## src/rtl/core/dps_pkg.sv

```systemverilog
package dps_pkg;

  localparam int unsigned PwmW   = 16;
  localparam int unsigned MagW   = 15;
  localparam int unsigned FlagW  = 5;
  localparam int unsigned CfgIdxW = 2;

  // Register indexes of the configuration port
  localparam logic [CfgIdxW-1:0] RegPwmLimit  = 2'd0;
  localparam logic [CfgIdxW-1:0] RegPwmFloor  = 2'd1;
  localparam logic [CfgIdxW-1:0] RegNoReverse = 2'd2;
  localparam logic [CfgIdxW-1:0] RegStepMax   = 2'd3;

  // Bit positions in the status flags
  localparam int unsigned FlagRevCut  = 0;
  localparam int unsigned FlagFloored = 1;
  localparam int unsigned FlagStepLim = 2;
  localparam int unsigned FlagPosBlk  = 3;
  localparam int unsigned FlagNegBlk  = 4;

  typedef struct packed {
    logic [MagW-1:0] mag_limit;
    logic [MagW-1:0] mag_floor;
    logic            no_reverse;
    logic [MagW-1:0] step_max;
  } dps_cfg_t;

  typedef struct packed {
    logic signed [PwmW-1:0] applied;
    logic signed [PwmW-1:0] desired;
    logic [FlagW-1:0]       flags;
  } dps_side_res_t;

endpackage

```

## src/rtl/core/dps_ifs.sv

```systemverilog
interface dps_req_if;
  logic                                valid;
  logic                                ready;
  logic signed [dps_pkg::PwmW-1:0]     left_request;
  logic signed [dps_pkg::PwmW-1:0]     right_request;
  logic                                estop;

  modport source (output valid, left_request, right_request, estop, input ready);
  modport sink   (input valid, left_request, right_request, estop, output ready);
endinterface

interface dps_res_if;
  logic                                valid;
  logic                                ready;
  logic signed [dps_pkg::PwmW-1:0]     left_applied;
  logic signed [dps_pkg::PwmW-1:0]     left_desired;
  logic [dps_pkg::FlagW-1:0]           left_flags;
  logic signed [dps_pkg::PwmW-1:0]     right_applied;
  logic signed [dps_pkg::PwmW-1:0]     right_desired;
  logic [dps_pkg::FlagW-1:0]           right_flags;

  modport source (output valid, left_applied, left_desired, left_flags,
                  right_applied, right_desired, right_flags, input ready);
  modport sink   (input valid, left_applied, left_desired, left_flags,
                  right_applied, right_desired, right_flags, output ready);
endinterface

```

## src/rtl/core/dps_cfg_regs.sv

```systemverilog
module dps_cfg_regs (
  input  logic                             clk_i,
  input  logic                             rst_ni,
  input  logic                             cfg_we_i,
  input  logic [dps_pkg::CfgIdxW-1:0]      cfg_idx_i,
  input  logic [dps_pkg::MagW-1:0]         cfg_wdata_i,
  output dps_pkg::dps_cfg_t                cfg_o
);

  dps_pkg::dps_cfg_t cfg_q, cfg_d;

  always_comb begin
    cfg_d = cfg_q;
    if (cfg_we_i) begin
      unique case (cfg_idx_i)
        dps_pkg::RegPwmLimit:  cfg_d.mag_limit  = cfg_wdata_i;
        dps_pkg::RegPwmFloor:  cfg_d.mag_floor  = cfg_wdata_i;
        dps_pkg::RegNoReverse: cfg_d.no_reverse = cfg_wdata_i[0];
        dps_pkg::RegStepMax:   cfg_d.step_max   = cfg_wdata_i;
        default:               cfg_d            = cfg_q;
      endcase
    end
  end

  always_ff @(posedge clk_i or negedge rst_ni) begin
    if (!rst_ni) begin
      cfg_q <= '0;
    end else begin
      cfg_q <= cfg_d;
    end
  end

  assign cfg_o = cfg_q;

endmodule

```

## src/rtl/core/dps_side.sv

```systemverilog
module dps_side (
  input  dps_pkg::dps_cfg_t                cfg_i,
  input  logic signed [dps_pkg::PwmW-1:0]  prev_i,
  input  logic signed [dps_pkg::PwmW-1:0]  req_i,
  input  logic                             estop_i,
  output dps_pkg::dps_side_res_t           res_o
);

  localparam int unsigned W1 = dps_pkg::PwmW + 1;
  localparam int unsigned W2 = dps_pkg::PwmW + 2;

  logic signed [W1-1:0]     req_x, lim_s, flo_s, creq, dsr, tgt, app_x;
  logic [dps_pkg::MagW-1:0] flo_eff;
  logic signed [W2-1:0]     prev_x, delta, stp_s, app_w;
  logic [dps_pkg::FlagW-1:0] fl;

  always_comb begin
    req_x = {req_i[dps_pkg::PwmW-1], req_i};
    lim_s = $signed({2'b00, cfg_i.mag_limit});

    // clamp to +/- limit
    if (req_x > lim_s) begin
      creq = lim_s;
    end else if (req_x < -lim_s) begin
      creq = -lim_s;
    end else begin
      creq = req_x;
    end

    fl  = '0;
    dsr = creq;
    if (cfg_i.no_reverse && creq[W1-1]) begin
      dsr = '0;
      fl[dps_pkg::FlagRevCut] = 1'b1;
      fl[dps_pkg::FlagNegBlk] = 1'b1;
    end

    // floor never exceeds the limit
    flo_eff = (cfg_i.mag_floor > cfg_i.mag_limit) ? cfg_i.mag_limit : cfg_i.mag_floor;
    flo_s   = $signed({2'b00, flo_eff});
    tgt     = dsr;
    if (dsr > 0 && dsr < flo_s) begin
      tgt = flo_s;
    end else if (dsr < 0 && dsr > -flo_s) begin
      tgt = -flo_s;
    end
    if (tgt != dsr) begin
      fl[dps_pkg::FlagFloored] = 1'b1;
    end

    // slew toward the target; zero step holds
    prev_x = {{2{prev_i[dps_pkg::PwmW-1]}}, prev_i};
    stp_s  = $signed({3'b000, cfg_i.step_max});
    delta  = {tgt[W1-1], tgt} - prev_x;
    if (delta > stp_s) begin
      delta = stp_s;
    end else if (delta < -stp_s) begin
      delta = -stp_s;
    end
    app_w = prev_x + delta;
    app_x = app_w[W1-1:0];

    if (app_x != tgt) begin
      fl[dps_pkg::FlagStepLim] = 1'b1;
      if (tgt > app_x && creq > app_x) begin
        fl[dps_pkg::FlagPosBlk] = 1'b1;
      end
      if (tgt < app_x && creq < app_x) begin
        fl[dps_pkg::FlagNegBlk] = 1'b1;
      end
    end

    if (estop_i) begin
      res_o.applied = req_i;
      res_o.desired = req_i;
      res_o.flags   = '0;
    end else begin
      res_o.applied = app_x[dps_pkg::PwmW-1:0];
      res_o.desired = tgt[dps_pkg::PwmW-1:0];
      res_o.flags   = fl;
    end
  end

endmodule

```

## src/rtl/core/drive_pwm_slew_shaper_core.sv

```systemverilog
// Drive PWM slew shaper. Each transaction on in_req carries a signed PWM request per drive
// side plus an emergency-stop bit; each yields exactly one transaction on out_res with the
// applied value, the shaped target and five status flags per side. Shaping clamps to
// the magnitude limit, optionally cuts reverse, raises nonzero targets to the floor, then
// slews from the last applied value by at most step_max (zero holds it). With estop set the
// requests pass straight through and become the new applied values. Throughput is one item
// per cycle unless out_res stalls, set by the single shaping stage between the input
// register and the result register, which also updates the last-applied state. Write
// configuration only while no transaction is in flight.
module drive_pwm_slew_shaper_core (
  input  logic                          clk_i,
  input  logic                          rst_ni,
  input  logic                          cfg_we_i,
  input  logic [dps_pkg::CfgIdxW-1:0]   cfg_idx_i,
  input  logic [dps_pkg::MagW-1:0]      cfg_wdata_i,
  dps_req_if.sink                       in_req,
  dps_res_if.source                     out_res
);

  dps_pkg::dps_cfg_t      cfg;
  dps_pkg::dps_side_res_t left_res, right_res;

  logic                           s1_valid_q;
  logic signed [dps_pkg::PwmW-1:0] s1_lreq_q, s1_rreq_q;
  logic                           s1_estop_q;
  logic                           out_valid_q;
  dps_pkg::dps_side_res_t         out_left_q, out_right_q;
  logic signed [dps_pkg::PwmW-1:0] left_last_q, right_last_q;
  logic                           s1_adv, in_fire;

  dps_cfg_regs u_cfg (
    .clk_i       (clk_i),
    .rst_ni      (rst_ni),
    .cfg_we_i    (cfg_we_i),
    .cfg_idx_i   (cfg_idx_i),
    .cfg_wdata_i (cfg_wdata_i),
    .cfg_o       (cfg)
  );

  dps_side u_left (
    .cfg_i   (cfg),
    .prev_i  (left_last_q),
    .req_i   (s1_lreq_q),
    .estop_i (s1_estop_q),
    .res_o   (left_res)
  );

  dps_side u_right (
    .cfg_i   (cfg),
    .prev_i  (right_last_q),
    .req_i   (s1_rreq_q),
    .estop_i (s1_estop_q),
    .res_o   (right_res)
  );

  // advance when the result register is free or being drained
  assign s1_adv       = s1_valid_q && (!out_valid_q || out_res.ready);
  assign in_req.ready = !s1_valid_q || s1_adv;
  assign in_fire      = in_req.valid && in_req.ready;

  always_ff @(posedge clk_i or negedge rst_ni) begin
    if (!rst_ni) begin
      s1_valid_q   <= 1'b0;
      out_valid_q  <= 1'b0;
      left_last_q  <= '0;
      right_last_q <= '0;
    end else begin
      if (in_fire) begin
        s1_valid_q <= 1'b1;
      end else if (s1_adv) begin
        s1_valid_q <= 1'b0;
      end
      if (s1_adv) begin
        out_valid_q  <= 1'b1;
        left_last_q  <= left_res.applied;
        right_last_q <= right_res.applied;
      end else if (out_res.ready) begin
        out_valid_q <= 1'b0;
      end
    end
  end

  always_ff @(posedge clk_i) begin
    if (in_fire) begin
      s1_lreq_q  <= in_req.left_request;
      s1_rreq_q  <= in_req.right_request;
      s1_estop_q <= in_req.estop;
    end
    if (s1_adv) begin
      out_left_q  <= left_res;
      out_right_q <= right_res;
    end
  end

  assign out_res.valid         = out_valid_q;
  assign out_res.left_applied  = out_left_q.applied;
  assign out_res.left_desired  = out_left_q.desired;
  assign out_res.left_flags    = out_left_q.flags;
  assign out_res.right_applied = out_right_q.applied;
  assign out_res.right_desired = out_right_q.desired;
  assign out_res.right_flags   = out_right_q.flags;

endmodule

```

## src/flat_wrapper.sv

```systemverilog
// flat-port wrapper written by rule: the top's interface ports become plain ports
module drive_pwm_slew_shaper_core_flat 
  (clk_i, rst_ni, cfg_we_i, cfg_idx_i, cfg_wdata_i, in_req_valid, in_req_left_request, in_req_right_request, in_req_estop, in_req_ready, out_res_valid, out_res_left_applied, out_res_left_desired, out_res_left_flags, out_res_right_applied, out_res_right_desired, out_res_right_flags, out_res_ready);
  dps_req_if in_req_i ();
  dps_res_if out_res_i ();
  input  logic clk_i;
  input  logic rst_ni;
  input  logic cfg_we_i;
  input  logic [dps_pkg::CfgIdxW-1:0] cfg_idx_i;
  input  logic [dps_pkg::MagW-1:0] cfg_wdata_i;
  input wire logic [$bits(in_req_i.valid)-1:0] in_req_valid;
  input wire logic [$bits(in_req_i.left_request)-1:0] in_req_left_request;
  input wire logic [$bits(in_req_i.right_request)-1:0] in_req_right_request;
  input wire logic [$bits(in_req_i.estop)-1:0] in_req_estop;
  output wire logic [$bits(in_req_i.ready)-1:0] in_req_ready;
  output wire logic [$bits(out_res_i.valid)-1:0] out_res_valid;
  output wire logic [$bits(out_res_i.left_applied)-1:0] out_res_left_applied;
  output wire logic [$bits(out_res_i.left_desired)-1:0] out_res_left_desired;
  output wire logic [$bits(out_res_i.left_flags)-1:0] out_res_left_flags;
  output wire logic [$bits(out_res_i.right_applied)-1:0] out_res_right_applied;
  output wire logic [$bits(out_res_i.right_desired)-1:0] out_res_right_desired;
  output wire logic [$bits(out_res_i.right_flags)-1:0] out_res_right_flags;
  input wire logic [$bits(out_res_i.ready)-1:0] out_res_ready;
  assign in_req_i.valid = in_req_valid;
  assign in_req_i.left_request = in_req_left_request;
  assign in_req_i.right_request = in_req_right_request;
  assign in_req_i.estop = in_req_estop;
  assign in_req_ready = in_req_i.ready;
  assign out_res_valid = out_res_i.valid;
  assign out_res_left_applied = out_res_i.left_applied;
  assign out_res_left_desired = out_res_i.left_desired;
  assign out_res_left_flags = out_res_i.left_flags;
  assign out_res_right_applied = out_res_i.right_applied;
  assign out_res_right_desired = out_res_i.right_desired;
  assign out_res_right_flags = out_res_i.right_flags;
  assign out_res_i.ready = out_res_ready;
  drive_pwm_slew_shaper_core u_core (.clk_i(clk_i), .rst_ni(rst_ni), .cfg_we_i(cfg_we_i), .cfg_idx_i(cfg_idx_i), .cfg_wdata_i(cfg_wdata_i), .in_req(in_req_i), .out_res(out_res_i));
endmodule
```

## config.mk

```make
export PLATFORM = sky130hd
export DESIGN_NAME = drive_pwm_slew_shaper_core_flat
export DESIGN_NICKNAME = d
export VERILOG_FILES = /design/src/rtl/core/dps_pkg.sv /design/src/rtl/core/dps_ifs.sv /design/src/rtl/core/dps_cfg_regs.sv /design/src/rtl/core/dps_side.sv /design/src/rtl/core/drive_pwm_slew_shaper_core.sv /design/src/flat_wrapper.sv
export SDC_FILE = /design/constraint.sdc
export NUM_CORES = 1
export LEC_CHECK = 0
export ABC_CLOCK_PERIOD_IN_PS = 16960
export BUFFER_PORTS_ARGS = -buffer_cell sky130_fd_sc_hd__buf_4
export CAP_MARGIN = 20
export CORE_ASPECT_RATIO = 1.5
export CORE_MARGIN = 1
export CORE_UTILIZATION = 45
export CTS_CLUSTER_SIZE = 25
export DETAILED_ROUTE_END_ITERATION = 8
export SYNTH_ARGS = -nofsm -noshare
export SYNTH_HDL_FRONTEND = slang
export SYNTH_SLANG_ARGS = --single-unit
```

## constraint.sdc

```tcl
create_clock -name clk_i -period 16.96 [get_ports clk_i]
set_input_delay 1.696 -clock clk_i [delete_from_list [all_inputs] [get_ports clk_i]]
set_output_delay 1.696 -clock clk_i [all_outputs]
set_load 0.005 [all_outputs]
```

==> results of run 1 <==
[registers in the layout, indices dropped and copies added (netlist names)]
register,count
u_core.out_res.left_applied,16
u_core.out_res.right_desired,16
u_core.out_res.right_flags,5
u_core.left_last_q,16
u_core.out_res.left_desired,16
u_core.out_res.right_applied,16
u_core.s1_valid_q,1
u_core.s1_rreq_q,16
u_core.out_res.valid,1
u_core.u_cfg.cfg_o,46
u_core.out_res.left_flags,5
u_core.s1_estop_q,1
u_core.right_last_q,16
u_core.s1_lreq_q,16
[worst max-delay path by stage]
stage / slack (ns) / endpoint / start / depth (start not counted)
CTS: 0.008 / u_core.out_res.right_flags[4]$_SDFFCE_PP0P_ / u_core.u_cfg.cfg_o[31]$_DFFE_PN0P_ / 73
floorplan: 1.11 / u_core.out_res.right_flags[4]$_SDFFCE_PP0P_ / u_core.u_cfg.cfg_o[31]$_DFFE_PN0P_ / 83
detailed placement: -0.61 / u_core.out_res.right_flags[4]$_SDFFCE_PP0P_ / u_core.u_cfg.cfg_o[31]$_DFFE_PN0P_ / 75
global route: -0.02 / u_core.out_res.left_flags[3]$_SDFFCE_PP0P_ / u_core.u_cfg.cfg_o[33]$_DFFE_PN0P_ / 78
finish: 0.83 / u_core.out_res.right_flags[4]$_SDFFCE_PP0P_ / u_core.u_cfg.cfg_o[31]$_DFFE_PN0P_ / 78
global placement: -0.36 / u_core.out_res.right_flags[4]$_SDFFCE_PP0P_ / u_core.u_cfg.cfg_o[31]$_DFFE_PN0P_ / 75
[through the flow]
stage / TNS (ns) / setup slack (ns)
global route: -0.0178 / -0.0178
detailed placement: -1.52 / -0.613
finish: 0 / 0.834
global placement: -0.727 / -0.362
CTS: 0 / 0.00765
floorplan: 0 / 1.11
[final cells by class]
class / instances / area, um2 / area share (%)
Clock inverter: 14 / 180 / 0.753
Tap cell: 576 / 721 / 3.01
Inverter: 184 / 697 / 2.91
Clock buffer: 18 / 439 / 1.84
Antenna cell: 1 / 2.50 / 0.0105
Multi-Input combinational cell: 1863 / 14100 / 59.0
Timing Repair Buffer: 340 / 2560 / 10.7
Sequential cell: 187 / 5220 / 21.8
[cell families after synthesis]
| family | synth area share (%) |
|---|---|
| AO/OA/AOI/OAI | 20.9 |
| AND/OR/NAND/NOR | 15.4 |
| adder cells (fa/ha/maj) | 20.7 |
| buffers and inverters | 5.03 |
| flip-flops | 25.9 |
| XOR/XNOR | 5.95 |
| multiplexers | 6.15 |
[Yosys cell counts (5+ instances only)]
cell,instances
nand4_1,38
or2_2,6
nor4_1,15
nand2_1,193
and4_1,12
nor2b_1,36
a2111oi_0,6
a21oi_1,172
o31ai_1,10
o22ai_1,17
o211ai_1,15
a41oi_1,6
o21ai_0,168
dfrtp_1,80
a31oi_1,11
or3_1,19
maj3_1,6
o21bai_1,26
inv_1,181
o221ai_1,8
xor2_1,30
o21a_1,45
nor2_1,151
nand3_1,43
o31a_1,15
and3_1,11
nor3_1,31
o2111ai_1,5
mux2_2,58
xnor2_1,104
a21boi_0,16
nand2b_1,43
a21o_1,48
mux2i_1,53
a211oi_1,14
a211o_1,6
clkbuf_1,69
and2_1,21
edfxtp_1,107
ha_1,318
[repair_timing]
item / CTS / global route
gates cloned: 0 / 1
hold buffers: 0 / 0
buffers inserted: 0 / 13
resized for setup: 10 / 49
pin swaps: 1 / 7
endpoints found under the hold margin: 0 / 0
endpoints found under the setup margin: 3 / 7
[layer usage]
metal	wire [um]	track usage [%]
met3	4820	5.29
met1	31200	40.7
met4	7920	30.8
met2	41300	64.3
met5	22	0
[critical path, delay by kind of cell (launching register included)]
family | cells | cell delay (ns)
adders and majority gates | 8 | 2.18
and+or+nand+nor | 17 | 3.64
DFF | 1 | 0.45
AOI/OAI and AO/OA | 42 | 7.94
buffers and inverters | 7 | 0.86
muxes | 1 | 0.18
xor gates and xnor gates | 3 | 0.53
==> metrics, run 1 <==
status=finished clean; number of synthesized flops with an enable pin=107; vias after detailed routing=19.5k; total core area=44000 um2; highest clock rate=62.0 MHz; Critical Path RT=17.16 ns; synthesized area=20100 um2; Netlist cell types=92; Inst Count DP=3135; hold worst-path end=u_core.out_res.valid$_DFFE_PN0P_; fin util=54.4%; worst-margin pin slew=1.19 ns; Initial Util=45.7%; crit path max fanout=8; DP HPWL=69900 um; die area=45500 um2; I/O pin count=131; most frequent cells in the layout=buf_4, ha_1, nand2_1; standard-cell rows=94; Slew HR=19.9%; Yosys top cell by area=ha_1; final setup vio count=0; slowest CP cell=or4b_4; hold path start=u_core.s1_valid_q$_DFFE_PN0P_; slowest cell delay on critical path=0.54 ns; final period utilization=95.1%; Min Clock Period, post-route=16.13 ns; Reg clk slew, reported paths=0.09 ns; Mean Syn Cell Area=8.69 um2; #FFs+latches synth=187; Final #Nets=2970; initial antenna violation count=3; Worst Path Arrival=16.32 ns; overall routing resource usage=37.3%; DP Area=23000 um2; antenna-violating nets left=0; share of cells above drive strength 1=19.3%; die height=261 um; FF-to-FF setup slack=0.83 ns; clock sink total=187; synthesized instance count=2313; sequential fraction of the synthesis area=25.9%; type of origin of the critical path=flop; H-tree depth=4; fillers=4157; TritonCTS clock tree=done; Most common cell on crit path=a21oi_1; DR iter-0 viols=1458; Chip Width=175 um; Hold Worst Slack=0.507 ns; Post-synth top flop=edfxtp_1; vias in the first global route=19.4k; post-DR vias/cell=6.12; async set-or-reset flop fraction in the synthesized netlist=42.8%; FF-to-FF End=u_core.out_res.right_flags[4]$_SDFFCE_PP0P_; first-pass iteration count of the detailed router=6; clock root buffer=clkbuf_16; most common cell after layout, fill and taps aside=buf_4; Worst setup EP type=flop; Layout area overhead=19.0%; Worst Hold Class=reg2reg; max-slew violations=0; top-area cell type share of the netlist area=19.8%; hold path cells=1; clk buf depth=2; Worst Reg-to-Reg Cells=78; R2R Path Start=u_core.u_cfg.cfg_o[31]$_DFFE_PN0P_; Final Hold Viols=0; global placer's final weighted congestion=1.12; Setup Skew=0.0180 ns; critical path type=reg2reg; clock buffer count from CTS=17; Clk Latency, worst-skew pair=0.49 ns; Port-buffer cells=130; post-route cell area=23900 um2; GRT overflow=0; largest net degree at the start of global routing=77; DRC=0; first-pass GRT wire length=123000 um; Routed wire per std cell=26.8 um; Syn. warnings=0; non-filler cells, final=3183; Area contributors post-synth=ha_1, edfxtp_1, dfrtp_1; syn_nets=2690; Max-Cap Viols=0; Detailed Route WL=85300 um
Power of run 1 is not shown: default switching activity piles up to over one toggle a cycle in this logic, so the estimate is an artifact.
==> run 2, diff against run 1 <==
- CORE_UTILIZATION: 45 -> 57
- PLACE_DENSITY: not set -> 0.79
==> run 2 against run 1 <==
Net effect:
- non-clock buffer count is 45 lower
- sequential cell count unchanged
- critical endpoint unchanged
- largest cell class unchanged
- global-route usage grew 9.0 points
- final cell count decreased by 4.9%
==> metrics, run 2 (synthesized netlist as in run 1, its figures left out) <==
status=finished clean; share of cells above drive strength 1=17.8%; antenna-violating nets left=0; post-DR vias/cell=6.61; Final #Nets=2924; Worst setup EP type=flop; max FFs per register=46; Routed wire per std cell=27.3 um; Max-Cap Viols=0; DRC=0; slowest cell delay on critical path=0.59 ns; fin util=67.9%; slowest CP cell=dfrtp_1; die area=36000 um2; total core area=34500 um2; H-tree depth=4; Hold Worst Slack=0.497 ns; clock root buffer=clkbuf_16; Port-buffer cells=130; Chip Width=155 um; critical path type=reg2reg; Setup Skew=0.0172 ns; Most common cell on crit path=a21oi_1; Inst Count DP=2989; DR iter-0 viols=1729; standard-cell rows=83; worst-margin pin slew=1.08 ns; first-pass iteration count of the detailed router=9; Min Clock Period, post-route=16.13 ns; Layout area overhead=16.5%; max-slew violations=0; die height=232 um; final setup vio count=0; crit path max fanout=19; vias after detailed routing=20.0k; Initial Util=58.3%; overall routing resource usage=46.3%; Final Hold Viols=0; non-filler cells, final=3028; Detailed Route WL=82700 um; GRT overflow=0; vias in the first global route=20.0k; Reg clk slew, reported paths=0.08 ns; most frequent cells in the layout=ha_1, buf_4, nand2_1; final period utilization=95.1%; first-pass GRT wire length=121000 um; Worst Hold Class=reg2reg; largest net degree at the start of global routing=91; clk buf depth=2; most common cell after layout, fill and taps aside=ha_1; Slew HR=27.6%; TNS Setup=0 ns; TritonCTS clock tree=done; highest clock rate=62.0 MHz; global placer's final weighted congestion=1.15; I/O pin count=131; initial antenna violation count=3; Critical Path RT=17.15 ns; fillers=2851; clock sink total=187; DP HPWL=66100 um; # hold bufs at CTS=0; Worst Path Arrival=16.32 ns; type of origin of the critical path=flop; clock buffer count from CTS=17; Clk Latency, worst-skew pair=0.48 ns
-- run 2: cell types whose count changed in the layout (fill, tap and decap cells not counted), sizes merged --
cell      previous run  this run
o21a                46        45
inv                188       190
buf                340       295
clkinv               6         7
clkinvlp             3         0
-- run 2: layout make-up --
| cell class | count | area [um2] | area share [%] |
|---|---|---|---|
| Inverter | 184 | 693 | 2.96 |
| Clock inverter | 14 | 179 | 0.764 |
| Clock buffer | 18 | 439 | 1.88 |
| Multi-Input combinational cell | 1862 | 14100 | 60.1 |
| Tap cell | 467 | 584 | 2.50 |
| Antenna cell | 1 | 2.50 | 0.0107 |
| Sequential cell | 187 | 5220 | 22.3 |
| Timing Repair Buffer | 295 | 2230 | 9.50 |
-- run 2: critical path, delay by kind of cell (launching register included) --
family,cells,cell delay (ns)
compound gates,44,7.79
simple gates,13,2.43
fa+ha+maj,7,2.24
buf+inv,6,1.37
mux,2,0.72
xor+xnor,4,0.64
flops,1,0.59
-- run 2: per-layer routing --
metal	GRT usage [%]	up-vias	part of all wire (%)
met1	48.0	9371	33
met2	76.0	1241	46
met4	45.9	0	12
li1	-	8909	-
met5	0	-	0
met3	10.6	495	9.0
-- run 2: worst paths after layout --
path | to | slack, ns | from | depth (start not counted)
max reg2reg | u_core.out_res.right_flags[4]$_SDFFCE_PP0P_ | 0.83 | u_core.u_cfg.cfg_o[40]$_DFFE_PN0P_ | 76
max in group asynchronous | u_core.left_last_q[9]$_DFFE_PN0P_ | 14.68 | rst_ni | 2
max | u_core.out_res.right_flags[4]$_SDFFCE_PP0P_ | 0.83 | u_core.u_cfg.cfg_o[40]$_DFFE_PN0P_ | 76
min reg2reg | u_core.out_res.valid$_DFFE_PN0P_ | 0.50 | u_core.s1_valid_q$_DFFE_PN0P_ | 1
min | u_core.out_res.valid$_DFFE_PN0P_ | 0.50 | u_core.s1_valid_q$_DFFE_PN0P_ | 1
min in group asynchronous | u_core.u_cfg.cfg_o[20]$_DFFE_PN0P_ | 1.07 | rst_ni | 1
-- run 2: metrics by stage --
| stage | setup slack, ns | cell area, um2 |
|---|---|---|
| finish | 0.828 | 23400 |
| global route | -0.0633 | 23400 |
| CTS | 0.393 | 23200 |
| detailed placement | 0.563 | 22600 |
| global placement | 0.925 | 22600 |
| floorplan | 1.11 | 20100 |
-- run 2: timing repair --
item / 4_1_cts / 5_1_grt
resized for setup: 0 / 46
setup endpoints to repair: 0 / 7
buffers inserted: 0 / 5
Power of run 2 is left out for the same reason.
